$ cat config.mk
export PLATFORM = sky130hd
export DESIGN_NAME = one_shot_timer_bank_top
export DESIGN_NICKNAME = d
export VERILOG_FILES = /design/src/hdl/ostb_pkg.sv /design/src/hdl/one_shot_timer_bank_top.sv /design/src/hdl/ostb_ram.sv /design/src/hdl/ostb_ctrl.sv /design/src/hdl/ostb_dp.sv
export SDC_FILE = /design/constraint.sdc
export NUM_CORES = 2
export LEC_CHECK = 0
export BUFFER_PORTS_ARGS = -buffer_cell sky130_fd_sc_hd__clkbuf_2
export CELL_PAD_IN_SITES_DETAIL_PLACEMENT = 1
export CELL_PAD_IN_SITES_GLOBAL_PLACEMENT = 1
export CORE_AREA = 2 2 287 289
export DETAILED_ROUTE_END_ITERATION = 6
export DIE_AREA = 0 0 289 291
export PLACE_DENSITY_LB_ADDON = 0.1
export SYNTH_ARGS = -nofsm -noshare
export SYNTH_HDL_FRONTEND = slang
export SYNTH_HIERARCHICAL = 1
export SYNTH_SLANG_ARGS = --single-unit
$ cat constraint.sdc
create_clock -name i_clk -period 20.4 [get_ports i_clk]
set_input_delay 2.04 -clock i_clk [delete_from_list [all_inputs] [get_ports i_clk]]
set_output_delay 2.04 -clock i_clk [all_outputs]
set_load 0.005 [all_outputs]
$ cat src/hdl/ostb_pkg.sv
// Shared types, codes and constants of the one-shot timer bank.
`default_nettype none
package ostb_pkg;

    localparam int NUM_TIMERS_DEF = 8;
    localparam int MAX_TIMERS     = 64;
    localparam int CNT_W          = 29;
    localparam int MASK_W         = 8;
    localparam int REQ_W          = 2;
    localparam int ID_W           = 3;
    localparam int MS_W           = 32;
    localparam int S_DATA_W       = 40;
    localparam int M_DATA_W       = 16;

    // Division by the tick length of 10 ms as a multiply by a reciprocal.
    localparam logic [MS_W-1:0] DIV10_RECIP = 32'hCCCC_CCCD;
    localparam int              DIV10_SHIFT = 35;

    localparam logic [REQ_W-1:0] REQ_TICK  = 2'd0;
    localparam logic [REQ_W-1:0] REQ_START = 2'd1;
    localparam logic [REQ_W-1:0] REQ_STOP  = 2'd2;

    typedef struct packed {
        logic capture;
        logic start_wr;
        logic stop_wr;
        logic walk_rd;
        logic finish;
    } t_cmd;

    typedef struct packed {
        logic [REQ_W-1:0] req;
        logic             rd_done;
        logic             out_free;
    } t_sts;

endpackage
`default_nettype wire

$ cat src/hdl/one_shot_timer_bank_top.sv
// Top level of the one-shot timer bank: stream ports, controller and datapath.
//
// Each input request yields exactly one result. A start or stop request goes from acceptance
// through the decode state to the result state, where its result is registered once the
// output is free; a tick request also passes through the walk state, which walks the timers
// one per cycle through the single read and write port of the count and period memories. The
// next request is accepted once the result is registered, even if it has not yet been taken.
// The start period is divided by 10 with a reciprocal multiply in the accept cycle. No
// clearing pass follows reset: counts and periods are only used for armed timers, and
// a start writes both as it arms the timer.
`default_nettype none
module one_shot_timer_bank_top
    import ostb_pkg::*;
#(
    parameter int NUM_TIMERS = NUM_TIMERS_DEF
) (
    input  wire logic                i_clk,
    input  wire logic                i_rst_n,
    input  wire logic                i_s_tvalid,
    output logic                     o_s_tready,
    // timer_id[2:0], period_ms[34:3], notify_on_expiry[35], zero fill [39:36]
    input  wire logic [S_DATA_W-1:0] i_s_tdata,
    // req_type[1:0]
    input  wire logic [REQ_W-1:0]    i_s_tuser,
    output logic                     o_m_tvalid,
    input  wire logic                i_m_tready,
    // expired_mask[7:0], running_mask[15:8]
    output logic [M_DATA_W-1:0]      o_m_tdata
);

    t_cmd w_cmd;
    t_sts w_sts;

    ostb_ctrl u_ctrl (
        .i_clk      (i_clk),
        .i_rst_n    (i_rst_n),
        .i_s_tvalid (i_s_tvalid),
        .o_s_tready (o_s_tready),
        .o_cmd      (w_cmd),
        .i_sts      (w_sts)
    );

    ostb_dp #(
        .NUM_TIMERS (NUM_TIMERS)
    ) u_dp (
        .i_clk              (i_clk),
        .i_rst_n            (i_rst_n),
        .i_req_type         (i_s_tuser),
        .i_timer_id         (i_s_tdata[ID_W-1:0]),
        .i_period_ms        (i_s_tdata[ID_W +: MS_W]),
        .i_notify_on_expiry (i_s_tdata[ID_W+MS_W]),
        .i_m_tready         (i_m_tready),
        .o_m_tvalid         (o_m_tvalid),
        .o_m_tdata          (o_m_tdata),
        .i_cmd              (w_cmd),
        .o_sts              (w_sts)
    );

endmodule
`default_nettype wire

$ cat src/hdl/ostb_ram.sv
// Generic single-write, single-read RAM with registered read data.
`default_nettype none
module ostb_ram #(
    parameter int WIDTH = 8,
    parameter int DEPTH = 8,
    localparam int AW = (DEPTH > 1) ? $clog2(DEPTH) : 1
) (
    input  wire logic             i_clk,
    input  wire logic             i_we,
    input  wire logic [AW-1:0]    i_waddr,
    input  wire logic [WIDTH-1:0] i_wdata,
    input  wire logic [AW-1:0]    i_raddr,
    output logic      [WIDTH-1:0] o_rdata
);

    logic [WIDTH-1:0] r_mem [DEPTH];

    always_ff @(posedge i_clk) begin
        if (i_we) begin
            r_mem[i_waddr] <= i_wdata;
        end
        o_rdata <= r_mem[i_raddr];
    end

endmodule
`default_nettype wire

$ cat src/hdl/ostb_ctrl.sv
// Controller state machine of the one-shot timer bank.
`default_nettype none
module ostb_ctrl
    import ostb_pkg::*;
(
    input  wire logic i_clk,
    input  wire logic i_rst_n,
    input  wire logic i_s_tvalid,
    output logic      o_s_tready,
    output t_cmd      o_cmd,
    input  wire t_sts i_sts
);

    typedef enum logic [2:0] {
        S_IDLE,
        S_DECODE,
        S_WALK,
        S_RESULT
    } t_state;

    t_state r_state;
    t_state n_state;

    always_comb begin
        n_state    = r_state;
        o_cmd      = '0;
        o_s_tready = 1'b0;
        unique case (r_state)
            S_IDLE: begin
                o_s_tready = 1'b1;
                if (i_s_tvalid) begin
                    o_cmd.capture = 1'b1;
                    n_state       = S_DECODE;
                end
            end
            S_DECODE: begin
                n_state = S_RESULT;
                unique case (i_sts.req)
                    REQ_TICK: begin
                        o_cmd.walk_rd = 1'b1;
                        n_state       = S_WALK;
                    end
                    REQ_START: o_cmd.start_wr = 1'b1;
                    REQ_STOP:  o_cmd.stop_wr  = 1'b1;
                    default:   n_state = S_RESULT;
                endcase
            end
            S_WALK: begin
                if (i_sts.rd_done) begin
                    n_state = S_RESULT;
                end else begin
                    o_cmd.walk_rd = 1'b1;
                end
            end
            S_RESULT: begin
                if (i_sts.out_free) begin
                    o_cmd.finish = 1'b1;
                    n_state      = S_IDLE;
                end
            end
            default: n_state = S_IDLE;
        endcase
    end

    always_ff @(posedge i_clk) begin
        if (!i_rst_n) begin
            r_state <= S_IDLE;
        end else begin
            r_state <= n_state;
        end
    end

endmodule
`default_nettype wire

$ cat src/hdl/ostb_dp.sv
// Datapath of the one-shot timer bank: timer state, tick walk and result register.
`default_nettype none
module ostb_dp
    import ostb_pkg::*;
#(
    parameter int NUM_TIMERS = NUM_TIMERS_DEF
) (
    input  wire logic                i_clk,
    input  wire logic                i_rst_n,
    input  wire logic [REQ_W-1:0]    i_req_type,
    input  wire logic [ID_W-1:0]     i_timer_id,
    input  wire logic [MS_W-1:0]     i_period_ms,
    input  wire logic                i_notify_on_expiry,
    input  wire logic                i_m_tready,
    output logic                     o_m_tvalid,
    output logic [M_DATA_W-1:0]      o_m_tdata,
    input  wire t_cmd                i_cmd,
    output t_sts                     o_sts
);

    localparam int IDX_W = (NUM_TIMERS > 1) ? $clog2(NUM_TIMERS) : 1;
    localparam logic [IDX_W-1:0] LAST_IDX = IDX_W'(NUM_TIMERS - 1);

    logic [REQ_W-1:0]      r_req;
    logic [ID_W-1:0]       r_id;
    logic                  r_nfy;
    logic [CNT_W-1:0]      r_quot;
    logic [NUM_TIMERS-1:0] r_armed;
    logic [NUM_TIMERS-1:0] r_notify;
    logic [MASK_W-1:0]     r_exp;
    logic [IDX_W-1:0]      r_rd_idx;
    logic                  r_rd_done;
    logic                  r_wr_vld;
    logic [IDX_W-1:0]      r_wr_idx;
    logic                  r_out_vld;
    logic [M_DATA_W-1:0]   r_out_data;

    logic [2*MS_W-1:0]     w_prod;
    logic [CNT_W-1:0]      w_cnt_q;
    logic [CNT_W-1:0]      w_per_q;
    logic [CNT_W-1:0]      w_cnt_nxt;
    logic                  w_expire;
    logic                  w_in_range;
    logic [IDX_W-1:0]      w_start_idx;
    logic                  w_walk_we;
    logic                  w_cnt_we;
    logic [IDX_W-1:0]      w_cnt_waddr;
    logic [CNT_W-1:0]      w_cnt_wdata;
    logic                  w_per_we;
    logic [MASK_W-1:0]     w_run;

    assign w_prod      = {{MS_W{1'b0}}, i_period_ms} * {{MS_W{1'b0}}, DIV10_RECIP};
    assign w_in_range  = 32'(r_id) < 32'(NUM_TIMERS);
    assign w_start_idx = IDX_W'(r_id);
    assign w_cnt_nxt   = CNT_W'(w_cnt_q + CNT_W'(1));
    assign w_expire    = w_cnt_nxt > w_per_q;
    assign w_walk_we   = r_wr_vld && r_armed[r_wr_idx];
    assign w_per_we    = i_cmd.start_wr && w_in_range;
    assign w_cnt_we    = w_per_we || w_walk_we;
    assign w_cnt_waddr = i_cmd.start_wr ? w_start_idx : r_wr_idx;
    assign w_cnt_wdata = i_cmd.start_wr ? '0 : w_cnt_nxt;

    ostb_ram #(
        .WIDTH (CNT_W),
        .DEPTH (NUM_TIMERS)
    ) u_cnt_ram (
        .i_clk   (i_clk),
        .i_we    (w_cnt_we),
        .i_waddr (w_cnt_waddr),
        .i_wdata (w_cnt_wdata),
        .i_raddr (r_rd_idx),
        .o_rdata (w_cnt_q)
    );

    ostb_ram #(
        .WIDTH (CNT_W),
        .DEPTH (NUM_TIMERS)
    ) u_per_ram (
        .i_clk   (i_clk),
        .i_we    (w_per_we),
        .i_waddr (w_start_idx),
        .i_wdata (r_quot),
        .i_raddr (r_rd_idx),
        .o_rdata (w_per_q)
    );

    for (genvar g = 0; g < MASK_W; g++) begin : g_run
        if (g < NUM_TIMERS) begin : g_on
            assign w_run[g] = r_armed[g];
        end else begin : g_off
            assign w_run[g] = 1'b0;
        end
    end

    always_ff @(posedge i_clk) begin
        if (!i_rst_n) begin
            r_armed   <= '0;
            r_notify  <= '0;
            r_rd_done <= 1'b0;
            r_wr_vld  <= 1'b0;
            r_out_vld <= 1'b0;
            r_rd_idx  <= '0;
            r_req     <= REQ_TICK;
        end else begin
            if (i_cmd.capture) begin
                r_req     <= i_req_type;
                r_id      <= i_timer_id;
                r_nfy     <= i_notify_on_expiry;
                r_quot    <= w_prod[DIV10_SHIFT +: CNT_W];
                r_exp     <= '0;
                r_rd_idx  <= '0;
                r_rd_done <= 1'b0;
            end
            r_wr_vld <= i_cmd.walk_rd;
            if (i_cmd.walk_rd) begin
                r_wr_idx  <= r_rd_idx;
                r_rd_done <= (r_rd_idx == LAST_IDX);
                if (r_rd_idx != LAST_IDX) begin
                    r_rd_idx <= IDX_W'(r_rd_idx + IDX_W'(1));
                end
            end
            if (w_walk_we && w_expire) begin
                r_armed[r_wr_idx] <= 1'b0;
                if (r_notify[r_wr_idx]) begin
                    r_notify[r_wr_idx] <= 1'b0;
                    if (32'(r_wr_idx) < 32'(MASK_W)) begin
                        r_exp[3'(r_wr_idx)] <= 1'b1;
                    end
                end
            end
            if (w_per_we) begin
                r_armed[w_start_idx]  <= 1'b1;
                r_notify[w_start_idx] <= r_nfy;
            end
            if (i_cmd.stop_wr && w_in_range) begin
                r_armed[w_start_idx] <= 1'b0;
            end
            if (i_cmd.finish) begin
                r_out_vld  <= 1'b1;
                r_out_data <= {w_run, r_exp};
            end else if (i_m_tready) begin
                r_out_vld <= 1'b0;
            end
        end
    end

    assign o_m_tvalid     = r_out_vld;
    assign o_m_tdata      = r_out_data;
    assign o_sts.req      = r_req;
    assign o_sts.rd_done  = r_rd_done;
    assign o_sts.out_free = !r_out_vld || i_m_tready;

    a_exp_not_running: assert property (@(posedge i_clk) disable iff (!i_rst_n)
        r_out_vld |-> ((r_out_data[MASK_W-1:0] & r_out_data[M_DATA_W-1:MASK_W]) == '0))
        else $error("expired timer still shown as running");

    a_no_finish_mid_walk: assert property (@(posedge i_clk) disable iff (!i_rst_n)
        !(r_wr_vld && i_cmd.finish))
        else $error("result loaded while the tick walk is still writing");

    a_start_arms: assert property (@(posedge i_clk) disable iff (!i_rst_n)
        w_per_we |=> r_armed[$past(w_start_idx)])
        else $error("start request did not arm its timer");

    a_walk_in_order: assert property (@(posedge i_clk) disable iff (!i_rst_n)
        (r_wr_vld && $past(r_wr_vld)) |-> (r_wr_idx == IDX_W'($past(r_wr_idx) + IDX_W'(1))))
        else $error("tick walk skipped a timer");

endmodule
`default_nettype wire
==> impl_metrics.tcl <==
set metrics [dict create \
    grt_pass1_vias 25340 \
    cp_max_fo 8 \
    grt.busiest_layer "met2" \
    ys_warn_count 6 \
    wire_per_inst_um 24.72 \
    nets 3728 \
    worst_slack_ns 9.947 \
    synth_seq_cells 608 \
    ant_nets 0 \
    antennaDiodeCount 0 \
    grt_usage_pct 24.55 \
    syn_to_final_growth_pct 8.804 \
    clock_path_buffers 3 \
    synth-async-reset-ratio_pct 0 \
    start_kind "primary input" \
    dr.pass1.iters 5 \
    synth_nets 3646 \
    die_height_um 291 \
    drtIter0Drc 1248 \
    h-tree-depth 2 \
    start_util_pct 49.45 \
    netlist_instances 2833 \
    drc_errors 0 \
    clk-insertion-delay-late_ns 0.63 \
    syn_avg_cell_area_um2 14.17 \
    cts_tree "built" \
    clk_pin_slew_ns 0.07 \
    pin_count 64 \
    dp_slack_ns 9.510 \
    drt-total-wl_mm 99.69 \
    port_buffers 59 \
    die-area_um2 84100 \
    synth-edff-count 524 \
    hp-class "flop to flop" \
    vias 22300 \
    setup_viol 0 \
    seq_area_frac_synth_pct 43.38 \
    stdcell_count 4032 \
    drv_cap 0 \
    slew_viol_final 0 \
    gp_congestion 0.9232 \
    place.detailed.hpwl_mm 75.86 \
    antenna_found_initial 1 \
    fp.dieW_um 289 \
    status "finished, final reports clean" \
    grt-ovfl-total 0 \
    fmax_ghz 0.09567 \
    netlist_area_um2 40150 \
    crit_path_max_incr_delay_ns 0.86 \
    finClkSkew_ns 0.04884 \
    cts_resized 0 \
    ys.flop_type "edfxtp_1" \
    cts_setup_buffers 0 \
    via_per_inst 5.531 \
    grt_use_met1_pct 32.75 \
    drive_gt1_share_pct 12.49 \
    crit_chain "clkbuf_2 > ha_1 > xor2_1 > a21o_1 > fa_1 > fa_1 > fa_1 > fa_1 > fa_1 > inv_1 > fa_1 > inv_1 > ha_1 > and3_1 > and4_2 > a221oi_1 > o311ai_1 > o2111ai_1 > nand2_1 > a21oi_1 > o21ai_0 > xor2_1" \
    cp.arrival_ns 10.80 \
    slew_headroom_pct 29.32 \
    cts.sinks 608 \
    rsz0062_at_grt "no" \
    tightestPinTransition_ns 1.060 \
    cts_root_buf "clkbuf_16" \
    required_ns 20.74 \
    final_cell_mix "inv_1 (549), edfxtp_1 (524), fa_1 (386)" \
    gr-usage-met3_pct 2.845 \
    num_rows 105 \
    coreArea_um2 81190 \
    cts_buffers 56 \
    period_minus_slack_ns 10.45 \
    grt_pass1_wl_mm 154.4 \
    finalSetupTns_ns 0 \
    hold_violations 0 \
    yosysUniqueCellTypes 79 \
    crit_path_end_kind "flop" \
    grt_max_degree 71 \
    fin_crit_sh_pct 51.24 \
    cts_hold_buf 0 \
    slowest_stage "xor2_1" \
    crit_top_cell "fa_1" \
    path_class "primary input to flop" \
    nFillCells 7857 \
    placed_cells 3927 \
    mostFrequentLayoutCell "inv_1" \
    use_met2_pct 42.55 \
]
cells in the mapped netlist (3+ instances only):
library cell,instances,area [um^2]
a2111oi_0,3,26.28
a211oi_1,15,112.6
a21boi_0,4,30.03
a21o_1,64,480.5
a21oi_1,55,275.3
a31oi_1,6,37.54
a41o_1,3,30.03
and2_1,17,106.4
and2_2,3,22.52
and3_1,21,131.4
buf_12,6,120.1
buf_2,12,60.06
buf_6,3,33.78
clkbuf_1,36,135.1
dfxtp_1,84,1682
edfxtp_1,524,15740
fa_1,386,7727
ha_1,381,4767
inv_1,549,2061
mux2_2,40,450.4
mux2_4,20,300.3
mux2i_1,3,30.03
mux4_1,26,683.2
mux4_2,90,2027
nand2_1,77,289.0
nand2b_1,15,93.84
nand3_1,37,185.2
nand4_1,16,100.1
nor2_1,59,221.5
nor2b_1,43,269.0
nor3_1,18,90.09
nor3b_1,4,30.03
o211ai_1,4,30.03
o21a_1,12,90.09
o21ai_0,25,125.1
o221ai_1,5,43.79
o22ai_1,8,50.05
o31ai_1,3,22.52
or3_1,3,18.77
xnor2_1,51,446.7
xor2_1,52,455.4
layout make-up:
type                            count  area [um^2]  area share, %
Sequential cell                   608        17430          39.90
Clock buffer                       76         1568          3.589
Tap cell                         1070         1339          3.065
Multi-Input combinational cell   1614        20410          46.72
Inverter                          551         2068          4.735
Clock inverter                     29        387.9         0.8880
Timing Repair Buffer               84        483.0          1.106
cells by family after synthesis:
kind of cell	share of synthesized area, %
compound gates	4.232
xor+xnor	2.247
fa+ha+maj	31.12
buf+inv	6.077
flops	43.38
mux	8.695
simple gates	4.242
worst max-delay path, delay by kind of cell:
family          cells  cell delay (ns)
compound gates      6             2.76
xor+xnor            2             1.07
fa+ha+maj           8             3.92
buf+inv             3             0.30
simple gates        3             0.68
per-stage QoR:
stage,hold slack [ns],instance area [um^2],utilization [%]
after floorplan,0.4227,40150,-
after global placement,0.4378,41730,51.39
after detailed placement,0.4508,41730,51.39
after CTS,0.4666,43680,53.80
after global routing,0.4823,43680,53.80
final,0.4627,43680,53.80
final timing paths:
path / from / to / slack (ns) / cells past startpoint
setup reg to reg: u_dp/u_cnt_ram/o_rdata[0] / u_dp/r_exp[5] / 15.67 / 17
setup / recovery: i_s_tdata[6] / u_dp/r_quot[21] / 9.95 / 22
hold / removal: u_dp/r_exp[6] / u_dp/o_m_tdata[6] / 0.46 / 0
hold reg to reg: u_dp/r_exp[6] / u_dp/o_m_tdata[6] / 0.46 / 0
per-layer routing:
metal	up-vias	wire length [um]
met3	123	3672
met4	2	2594
li1	9980	-
met5	-	13
met2	423	50660
met1	11780	42750
sequential cells by signal, summed over array words and instances, names as in the netlist:
name	flops
u_dp/u_cnt_ram/r_mem	232
u_dp/u_per_ram/r_mem	232
u_dp/r_quot	29
u_dp/u_cnt_ram/o_rdata	29
u_dp/u_per_ram/o_rdata	29
u_dp/o_m_tdata	16
u_dp/r_armed	8
u_dp/r_exp	8
u_dp/r_notify	8
u_dp/r_id	3
u_dp/r_rd_idx	3
u_dp/r_wr_idx	3
u_ctrl/r_state	2
u_dp/r_req	2
u_dp/o_m_tvalid	1
u_dp/r_nfy	1
u_dp/r_rd_done	1
u_dp/r_wr_vld	1
Power is not shown: default switching activity piles up to over one toggle a cycle in this logic, so the estimate is an artifact.
